--- config.mk ---
export PLATFORM = sky130hd
export DESIGN_NAME = bemf_zero_cross_detector
export DESIGN_NICKNAME = d
export VERILOG_FILES = /design/src/bzcd_pkg.sv /design/src/bemf_zero_cross_detector.sv
export SDC_FILE = /design/constraint.sdc
export NUM_CORES = 1
export LEC_CHECK = 0
export BUFFER_PORTS_ARGS = -buffer_cell sky130_fd_sc_hd__buf_4
export CORE_UTILIZATION = 50
export DETAILED_ROUTE_END_ITERATION = 7
export GPL_TIMING_DRIVEN = 0
export HOLD_SLACK_MARGIN = 0.03
export PLACE_DENSITY = 0.78
export RECOVER_POWER = 50
export SLEW_MARGIN = 5
export SYNTH_ARGS = -nofsm -noshare
export SYNTH_HDL_FRONTEND = slang
export SYNTH_SLANG_ARGS = --single-unit
--- constraint.sdc ---
create_clock -name clk -period 13.1 [get_ports clk]
set_input_delay 2.62 -clock clk [delete_from_list [all_inputs] [get_ports clk]]
set_output_delay 2.62 -clock clk [all_outputs]
set_load 0.03 [all_outputs]
--- src/bzcd_pkg.sv ---
`timescale 1ns / 1ps
// Package for the back-EMF zero-crossing detector: widths, payload structs,
// command and register codes, commutation step tables. No dependencies.
package bzcd_pkg;

  localparam int SAMPLE_BITS = 12;
  localparam int COUNT_BITS  = 16;

  localparam int DIFF_BITS   = SAMPLE_BITS + 1;
  localparam int SUM_BITS    = SAMPLE_BITS + 2;
  localparam int STEP_BITS   = 3;
  localparam int RUN_BITS    = 4;
  localparam int CFG_IDX_BITS = 3;

  // floor(x / 3) = (x * RECIP3) >> RECIP_SHIFT for any x below 2^SUM_BITS
  localparam int RECIP_SHIFT = SUM_BITS + 2;
  localparam logic [RECIP_SHIFT-1:0] RECIP3 =
    RECIP_SHIFT'(((64'd1 << RECIP_SHIFT) + 64'd2) / 64'd3);

  localparam logic [STEP_BITS-1:0] LAST_STEP = STEP_BITS'(5);

  localparam logic [DIFF_BITS-1:0] DIFF_NONE_LOW  = {1'b0, {SAMPLE_BITS{1'b1}}};
  localparam logic [DIFF_BITS-1:0] DIFF_NONE_HIGH = {1'b1, {SAMPLE_BITS{1'b0}}};

  localparam logic [SAMPLE_BITS-1:0] DEADBAND_RST  = SAMPLE_BITS'(8);
  localparam logic [RUN_BITS-1:0]    CONFIRM_RST   = RUN_BITS'(3);
  localparam logic [RUN_BITS-1:0]    BLANK_RST     = RUN_BITS'(2);
  localparam logic [SAMPLE_BITS-1:0] SAT_LOW_RST   = SAMPLE_BITS'(50);
  localparam logic [SAMPLE_BITS-1:0] SAT_HIGH_RST  = SAMPLE_BITS'(4045);
  localparam logic                   POL_INV_RST   = 1'b1;

  typedef enum logic [1:0] {
    CMD_SAMPLE  = 2'd0,
    CMD_ADVANCE = 2'd1,
    CMD_LOAD    = 2'd2,
    CMD_CLEAR   = 2'd3
  } cmd_t;

  typedef enum logic [CFG_IDX_BITS-1:0] {
    REG_DEADBAND = 3'd0,
    REG_CONFIRM  = 3'd1,
    REG_BLANK    = 3'd2,
    REG_SAT_LOW  = 3'd3,
    REG_SAT_HIGH = 3'd4,
    REG_POL_INV  = 3'd5
  } reg_idx_t;

  typedef enum logic [1:0] {
    PH_A = 2'd0,
    PH_B = 2'd1,
    PH_C = 2'd2
  } phase_t;

  typedef struct packed {
    logic [1:0]             cmd;
    logic [SAMPLE_BITS-1:0] sample_a;
    logic [SAMPLE_BITS-1:0] sample_b;
    logic [SAMPLE_BITS-1:0] sample_c;
    logic [STEP_BITS-1:0]   step_value;
    logic                   sense_enable;
  } in_item_t;

  typedef struct packed {
    logic [STEP_BITS-1:0]   current_step;
    logic                   zc_detected;
    logic                   zc_wrong_seen;
    logic                   zc_locked;
    logic [DIFF_BITS-1:0]   floating_diff;
    logic [SAMPLE_BITS-1:0] neutral_level;
    logic [COUNT_BITS-1:0]  correct_total;
    logic [COUNT_BITS-1:0]  wrong_total;
    logic [COUNT_BITS-1:0]  sat_low_total;
    logic [COUNT_BITS-1:0]  sat_high_total;
    logic [DIFF_BITS-1:0]   diff_low_mark;
    logic [DIFF_BITS-1:0]   diff_high_mark;
  } out_item_t;

  // floating phase per step: C B A C B A
  function automatic phase_t float_phase(input logic [STEP_BITS-1:0] s);
    phase_t p;
    case (s)
      3'd0, 3'd3: p = PH_C;
      3'd1, 3'd4: p = PH_B;
      default:    p = PH_A;
    endcase
    return p;
  endfunction

  // even steps see a rising floating phase
  function automatic logic nominal_rising(input logic [STEP_BITS-1:0] s);
    return ~s[0];
  endfunction

endpackage

--- src/bemf_zero_cross_detector.sv ---
`timescale 1ns / 1ps
// Back-EMF zero-crossing detector for a six-step drive.
// Depends on bzcd_pkg.
//
// Usage:
//   Input channel (in_valid / in_stall / in_data) carries one command per
//   transaction: sample (three phase ADC readings), advance step, load step
//   or clear statistics. Every transaction yields exactly one result on the
//   output channel (out_valid / out_stall / out_data) with the step in force,
//   crossing flags, the last neutral and floating difference, and the
//   saturating statistics.
//   A result passes through the input register, then the result register.
//   Throughput: one transaction per cycle while the receiver does not stall;
//   the whole per-item update fits between the two registers.
//   When the receiver stalls, the result register holds; the input register
//   still takes one more transaction, after which in_stall follows out_stall.
//   Configuration writes (cfg_valid / cfg_ready, cfg_index, cfg_data) are
//   always taken; indexes past the register list are dropped.
//   Synchronous reset (rst_n low) empties both registers, restores the
//   register defaults, arms step 0 and clears the statistics.
module bemf_zero_cross_detector (
  input  logic                                clk,
  input  logic                                rst_n,
  input  logic                                in_valid,
  output logic                                in_stall,
  input  bzcd_pkg::in_item_t                  in_data,
  output logic                                out_valid,
  input  logic                                out_stall,
  output bzcd_pkg::out_item_t                 out_data,
  input  logic                                cfg_valid,
  output logic                                cfg_ready,
  input  logic [bzcd_pkg::CFG_IDX_BITS-1:0]   cfg_index,
  input  logic [bzcd_pkg::SAMPLE_BITS-1:0]    cfg_data
);
  import bzcd_pkg::*;

  typedef struct packed {
    logic                sign_pos;
    logic [RUN_BITS-1:0] run;
    logic                fire;
  } filt_t;

  // config
  logic [SAMPLE_BITS-1:0] deadband_r, sat_low_r, sat_high_r;
  logic [RUN_BITS-1:0]    confirm_r, blank_scans_r;
  logic                   pol_inv_r;

  // pipeline
  logic     s1_valid_r;
  in_item_t s1_data_r;
  logic     out_valid_r;
  out_item_t out_data_r, out_nxt;
  logic     adv, fire;

  // detector state
  logic [STEP_BITS-1:0]   step_r, step_nxt;
  logic                   exp_pos_r, exp_pos_nxt, anti_pos_r, anti_pos_nxt;
  logic [RUN_BITS-1:0]    exp_run_r, exp_run_nxt, anti_run_r, anti_run_nxt;
  logic                   locked_r, locked_nxt;
  logic [RUN_BITS-1:0]    blank_r, blank_nxt;
  logic [COUNT_BITS-1:0]  good_r, good_nxt, bad_r, bad_nxt;
  logic [COUNT_BITS-1:0]  slow_r, slow_nxt, shigh_r, shigh_nxt;
  logic [DIFF_BITS-1:0]   min_r, min_nxt, max_r, max_nxt;
  logic [DIFF_BITS-1:0]   diff_r, diff_nxt;
  logic [SAMPLE_BITS-1:0] neut_r, neut_nxt;

  // datapath
  logic [SUM_BITS-1:0]             sum;
  logic [SUM_BITS+RECIP_SHIFT-1:0] prod;
  logic [SAMPLE_BITS-1:0]          neutral, fv;
  logic [DIFF_BITS-1:0]            d;
  logic [RUN_BITS-1:0]             need;
  filt_t                           ef, af;
  logic                            det, wrong;
  logic                            arm;
  logic [STEP_BITS-1:0]            arm_step;
  logic                            arm_rising;

  function automatic logic [COUNT_BITS-1:0] sat_inc(input logic [COUNT_BITS-1:0] c);
    return (&c) ? c : c + COUNT_BITS'(1);
  endfunction

  function automatic filt_t filt(input logic sign_pos, input logic [RUN_BITS-1:0] run,
                                 input logic [DIFF_BITS-1:0] dv,
                                 input logic [SAMPLE_BITS-1:0] db,
                                 input logic [RUN_BITS-1:0] nd);
    logic signed [DIFF_BITS:0] dx, dbx;
    logic q;
    filt_t f;
    dx  = $signed({dv[DIFF_BITS-1], dv});
    dbx = $signed({2'b00, db});
    q   = sign_pos ? (dx <= -dbx) : (dx >= dbx);
    f.sign_pos = sign_pos;
    f.fire     = 1'b0;
    if (q) begin
      f.run = (run < nd) ? run + RUN_BITS'(1) : run;
    end else begin
      f.run = '0;
    end
    if (f.run >= nd) begin
      f.run      = '0;
      f.sign_pos = ~sign_pos;
      f.fire     = 1'b1;
    end
    return f;
  endfunction

  assign adv       = ~out_valid_r | ~out_stall;
  assign fire      = s1_valid_r & adv;
  assign in_stall  = s1_valid_r & ~adv;
  assign out_valid = out_valid_r;
  assign out_data  = out_data_r;
  assign cfg_ready = 1'b1;

  // neutral = sum / 3 by reciprocal multiply
  assign sum     = SUM_BITS'(s1_data_r.sample_a) + SUM_BITS'(s1_data_r.sample_b)
                 + SUM_BITS'(s1_data_r.sample_c);
  assign prod    = (SUM_BITS+RECIP_SHIFT)'(sum) * (SUM_BITS+RECIP_SHIFT)'(RECIP3);
  assign neutral = prod[RECIP_SHIFT +: SAMPLE_BITS];
  assign need    = (confirm_r == '0) ? RUN_BITS'(1) : confirm_r;

  always_comb begin
    case (float_phase(step_r))
      PH_A:    fv = s1_data_r.sample_a;
      PH_B:    fv = s1_data_r.sample_b;
      default: fv = s1_data_r.sample_c;
    endcase
  end

  assign d  = {1'b0, fv} - {1'b0, neutral};
  assign ef = filt(exp_pos_r, exp_run_r, d, deadband_r, need);
  assign af = filt(anti_pos_r, anti_run_r, d, deadband_r, need);

  always_comb begin
    step_nxt     = step_r;
    exp_pos_nxt  = exp_pos_r;
    anti_pos_nxt = anti_pos_r;
    exp_run_nxt  = exp_run_r;
    anti_run_nxt = anti_run_r;
    locked_nxt   = locked_r;
    blank_nxt    = blank_r;
    good_nxt     = good_r;
    bad_nxt      = bad_r;
    slow_nxt     = slow_r;
    shigh_nxt    = shigh_r;
    min_nxt      = min_r;
    max_nxt      = max_r;
    diff_nxt     = diff_r;
    neut_nxt     = neut_r;
    det          = 1'b0;
    wrong        = 1'b0;
    arm          = 1'b0;
    arm_step     = '0;

    case (cmd_t'(s1_data_r.cmd))
      CMD_SAMPLE: begin
        neut_nxt = neutral;
        if (s1_data_r.sense_enable) begin
          diff_nxt = d;
          if (blank_r != '0) begin
            blank_nxt = blank_r - RUN_BITS'(1);
          end else begin
            if (fv <= sat_low_r)  slow_nxt  = sat_inc(slow_r);
            if (fv >= sat_high_r) shigh_nxt = sat_inc(shigh_r);
            if ($signed(d) < $signed(min_r)) min_nxt = d;
            if ($signed(d) > $signed(max_r)) max_nxt = d;
            if (!locked_r) begin
              exp_pos_nxt = ef.sign_pos;
              exp_run_nxt = ef.run;
              if (ef.fire) begin
                locked_nxt = 1'b1;
                det        = 1'b1;
                good_nxt   = sat_inc(good_r);
              end
            end
            anti_pos_nxt = af.sign_pos;
            anti_run_nxt = af.run;
            if (af.fire) begin
              wrong   = 1'b1;
              bad_nxt = sat_inc(bad_r);
            end
          end
        end
      end
      CMD_ADVANCE: begin
        arm      = 1'b1;
        arm_step = (step_r >= LAST_STEP) ? '0 : step_r + STEP_BITS'(1);
      end
      CMD_LOAD: begin
        arm      = (s1_data_r.step_value <= LAST_STEP);
        arm_step = s1_data_r.step_value;
      end
      CMD_CLEAR: begin
        good_nxt  = '0;
        bad_nxt   = '0;
        slow_nxt  = '0;
        shigh_nxt = '0;
        min_nxt   = DIFF_NONE_LOW;
        max_nxt   = DIFF_NONE_HIGH;
      end
      default: ;
    endcase

    arm_rising = nominal_rising(arm_step) ^ pol_inv_r;
    if (arm) begin
      step_nxt     = arm_step;
      exp_pos_nxt  = ~arm_rising;
      anti_pos_nxt = arm_rising;
      exp_run_nxt  = '0;
      anti_run_nxt = '0;
      locked_nxt   = 1'b0;
      blank_nxt    = blank_scans_r;
    end

    out_nxt.current_step   = step_nxt;
    out_nxt.zc_detected    = det;
    out_nxt.zc_wrong_seen  = wrong;
    out_nxt.zc_locked      = locked_nxt;
    out_nxt.floating_diff  = diff_nxt;
    out_nxt.neutral_level  = neut_nxt;
    out_nxt.correct_total  = good_nxt;
    out_nxt.wrong_total    = bad_nxt;
    out_nxt.sat_low_total  = slow_nxt;
    out_nxt.sat_high_total = shigh_nxt;
    out_nxt.diff_low_mark  = min_nxt;
    out_nxt.diff_high_mark = max_nxt;
  end

  // config registers
  always_ff @(posedge clk) begin
    if (!rst_n) begin
      deadband_r    <= DEADBAND_RST;
      confirm_r     <= CONFIRM_RST;
      blank_scans_r <= BLANK_RST;
      sat_low_r     <= SAT_LOW_RST;
      sat_high_r    <= SAT_HIGH_RST;
      pol_inv_r     <= POL_INV_RST;
    end else if (cfg_valid && cfg_ready) begin
      case (reg_idx_t'(cfg_index))
        REG_DEADBAND: deadband_r    <= cfg_data;
        REG_CONFIRM:  confirm_r     <= cfg_data[RUN_BITS-1:0];
        REG_BLANK:    blank_scans_r <= cfg_data[RUN_BITS-1:0];
        REG_SAT_LOW:  sat_low_r     <= cfg_data;
        REG_SAT_HIGH: sat_high_r    <= cfg_data;
        REG_POL_INV:  pol_inv_r     <= cfg_data[0];
        default: ;
      endcase
    end
  end

  // input register
  always_ff @(posedge clk) begin
    if (!rst_n) begin
      s1_valid_r <= 1'b0;
    end else if (!in_stall) begin
      s1_valid_r <= in_valid;
    end
  end

  always_ff @(posedge clk) begin
    if (in_valid && !in_stall) begin
      s1_data_r <= in_data;
    end
  end

  // result register
  always_ff @(posedge clk) begin
    if (!rst_n) begin
      out_valid_r <= 1'b0;
    end else if (fire) begin
      out_valid_r <= 1'b1;
    end else if (!out_stall) begin
      out_valid_r <= 1'b0;
    end
  end

  always_ff @(posedge clk) begin
    if (fire) begin
      out_data_r <= out_nxt;
    end
  end

  // detector state; step 0 armed under reset polarity
  always_ff @(posedge clk) begin
    if (!rst_n) begin
      step_r     <= '0;
      exp_pos_r  <= ~(nominal_rising(STEP_BITS'(0)) ^ POL_INV_RST);
      anti_pos_r <= nominal_rising(STEP_BITS'(0)) ^ POL_INV_RST;
      exp_run_r  <= '0;
      anti_run_r <= '0;
      locked_r   <= 1'b0;
      blank_r    <= BLANK_RST;
      good_r     <= '0;
      bad_r      <= '0;
      slow_r     <= '0;
      shigh_r    <= '0;
      min_r      <= DIFF_NONE_LOW;
      max_r      <= DIFF_NONE_HIGH;
      diff_r     <= '0;
      neut_r     <= '0;
    end else if (fire) begin
      step_r     <= step_nxt;
      exp_pos_r  <= exp_pos_nxt;
      anti_pos_r <= anti_pos_nxt;
      exp_run_r  <= exp_run_nxt;
      anti_run_r <= anti_run_nxt;
      locked_r   <= locked_nxt;
      blank_r    <= blank_nxt;
      good_r     <= good_nxt;
      bad_r      <= bad_nxt;
      slow_r     <= slow_nxt;
      shigh_r    <= shigh_nxt;
      min_r      <= min_nxt;
      max_r      <= max_nxt;
      diff_r     <= diff_nxt;
      neut_r     <= neut_nxt;
    end
  end

endmodule

==> flow_metrics.env <==
export IMPL_status="finished, violations left"
export IMPL_violations="max-capacitance violations, max-slew violations"
export IMPL_multiInputGateArea_um2=12500
export IMPL_synth_warnings=0
export IMPL_drc=0
export IMPL_start_kind="flip-flop"
export IMPL_mostFrequentLayoutCells="nand2_1 (268), inv_1 (229), clkbuf_1 (208)"
export IMPL_finalCritPeriodShare_pct=97.2
export IMPL_vias_per_cell=5.74
export IMPL_fmaxAchievable_mhz=78.5
export IMPL_syn_instance_count=2300
export IMPL_hold_class="reg2reg"
export IMPL_synth_cell_types=93
export IMPL_rows=75
export IMPL_ios=186
export IMPL_clkTransAtPathRegs_ns=0.06
export IMPL_drive_gt1_share_pct=11.3
export IMPL_core_area_um2=42300
export IMPL_crit_top_cell="inv_1"
export IMPL_maxCapViolCount=4
export IMPL_arrival_ns=13.03
export IMPL_htreeDepth=2
export IMPL_gp_congestion=0.938
export IMPL_root_buffer="clkbuf_16"
export IMPL_cts_tree="done"
export IMPL_met2_usage_pct=45.8
export IMPL_ys_ff_latch=343
export IMPL_track_usage_pct=27.5
export IMPL_dp_final_hpwl_um=45800
export IMPL_synth_adder_area_share_pct=18.7
export IMPL_maxSlewHeadroom_pct=-128
export IMPL_synthMuxAreaShare_pct=0.780
export IMPL_dieArea_um2=44100
export IMPL_yosys_area_top_type="edfxtp_1"
export IMPL_synth_simple_area_share_pct=15.4
export IMPL_synth_area_um2=21700
export IMPL_tightest_slew_ns=3.42
export IMPL_routed_via_count=18217
export IMPL_async_flop_share_pct=0
export IMPL_min_period_ns=12.73
export IMPL_port_buffers=181
export IMPL_drtIter0Drc=1623
export IMPL_cp_end_kind="flip-flop"
export IMPL_yosysTopAreaCellShare_pct=22.6
export IMPL_initial_core_util_pct=51.2
export IMPL_grt_pass1_wl_um=95100
export IMPL_fillers=3546
export IMPL_grtUsageMet3_pct=3.84
export IMPL_n_antenna_cell=0
export IMPL_syn_avg_cell_area_um2=9.41
export IMPL_grt_max_degree=68
export IMPL_detail_route_antenna_nets=0
export IMPL_worstSetupPathType="reg2reg"
export IMPL_path_max_fanout=7
export IMPL_grt_pass1_vias=17910
export IMPL_finalNetCount=2911
export IMPL_crit_path_max_incr_delay_ns=0.53
export IMPL_layout_cells_non_filler=3172
export IMPL_final_hold_viol_count=0
export IMPL_critical_path_required_ns=13.39
export IMPL_seqCellArea_um2=8500
export IMPL_synth_top_family_by_area="adder cells"
export IMPL_grt_use_met1_pct=34.9
export IMPL_antenna_found_initial=0
export IMPL_dp_cells=3061
export IMPL_firstDrtPassIters=6
export IMPL_insertion_delay_ns=0.57
export IMPL_synth_xor_area_share_pct=4.62
export IMPL_drv_slew=172
export IMPL_setup_viol=0
export IMPL_finalClockSkew_ns=0.0165
export IMPL_synth_nets=2644
export IMPL_final_common_cell="nand2_1"
export IMPL_top_usage_layer="met2"
export IMPL_die_width_um=210
export IMPL_synthToLayoutAreaGrowth_pct=17.7
export IMPL_grt_overflow=0
export IMPL_synth_ff_type="dfxtp_1"
export IMPL_clock_path_buffers=3
export IMPL_synth_edf_count=163
export IMPL_drt_total_wl_um=61400
export IMPL_slowest_stage="fa_1"
export IMPL_die_height_um=210
export IMPL_cts_hold_buffers=0
export IMPL_ys_seq_area_share_pct=39.2
export IMPL_final_util_pct=60.2
export IMPL_numCtsBuffers=37
export IMPL_synth_compound_area_share_pct=15.6
export IMPL_synthTopCellsByArea="edfxtp_1 (23%), dfxtp_1 (17%), ha_1 (12%), fa_1 (6.2%), nand2_1 (4.7%)"
export IMPL_route_detailed_wl_per_inst_um=19.4
export IMPL_clock_sinks=343
## registers in the layout, indices dropped and copies added (netlist names), 13 cells and up
name / count
shigh_r: 16
diff_r: 13
min_r: 13
max_r: 13
out_data: 121
s1_data_r: 42
bad_r: 16
good_r: 16
slow_r: 16
## metrics by stage
stage               hold slack, ns  setup slack [ns]  TNS, ns  instance area [um2]
floorplan                    0.434             0.879        0                21700
global placement             0.441             -1.20   -68.02                23700
detailed placement           0.447             -1.40   -81.64                23800
CTS                          0.455            0.0219        0                25500
global route                 0.474           -0.0999   -0.887                25500
finish                       0.456             0.367        0                25500
## cell usage after synthesis, types with 6 or more instances
cell type    n
buf_2        6
o2bb2ai_1   13
nor4_1      10
dfxtp_1    180
o22ai_1      6
o211ai_1    21
edfxtp_1   163
mux2_2       7
a22oi_1     12
and2_1      15
and3_1      20
or3_1       13
a221o_1     13
nand3_1     53
xor2_1      50
a31oi_1     20
a21oi_1    144
nor3_1      35
o21ai_1      8
nor2b_1     17
o31ai_1     12
or4_1        6
and4_1      10
nand2_1    269
ha_1       215
o21a_1      19
buf_1        7
o21ai_0    117
a21o_1      57
nor2_1     165
mux2i_1      9
inv_1      238
or2_2        9
fa_1        67
a211oi_1    16
clkbuf_1    70
xnor2_1     58
o21bai_1     7
nand4_1     32
nand2b_1    24
## kinds of logic (layout without fill, tap and decap cells)
kind of cell / after synthesis / after routing
AO/OA/AOI/OAI: 518 / 518
multiplexers: 16 / 16
flip-flops: 343 / 343
buffers and inverters: 325 / 620
XOR/XNOR: 111 / 111
other: 1 / 1
adder cells (fa/ha/maj): 283 / 283
AND/OR/NAND/NOR: 703 / 703
## path summary, 6_finish.rpt
path                startpoint      endpoint  slack, ns  cells after the start
hold reg to reg   sat_low_r[9]  sat_low_r[9]       0.46                      2
setup reg to reg  s1_data_r[5]  out_data[89]       0.37                     54
setup / recovery  s1_data_r[5]  out_data[89]       0.37                     54
hold / removal    sat_low_r[9]  sat_low_r[9]       0.46                      2
## worst max-delay path, delay by kind of cell (launching register included)
kind,cells,cell delay [ns]
AO/OA/AOI/OAI,20,4.18
adder cells (fa/ha/maj),13,4.78
XOR/XNOR,3,0.73
flip-flops,1,0.34
buffers and inverters,12,1.10
AND/OR/NAND/NOR,6,1.31
## repair_timing
item / CTS / global route
setup endpoints to repair: 78 / 78
pin swaps: 19 / 36
resized for setup: 49 / 57
endpoints found under the hold margin: 0 / 0
buffers inserted: 14 / 31
## routing by layer
metal	share of wire, %	wire (um)
met5	0	0
met4	4.9	3010
met3	7.7	4730
met2	47	28700
met1	41	24900
## cell type report
cell class	instances	share of cell area, %
Sequential cell	343	33.4
Tap cell	577	2.83
Clock inverter	13	0.840
Timing Repair Buffer	229	4.97
Inverter	240	3.55
Multi-Input combinational cell	1632	48.9
Buffer	84	1.29
Clock buffer	54	4.29
Power is not shown: default switching activity piles up to over one toggle a cycle in this logic, so the estimate is an artifact.
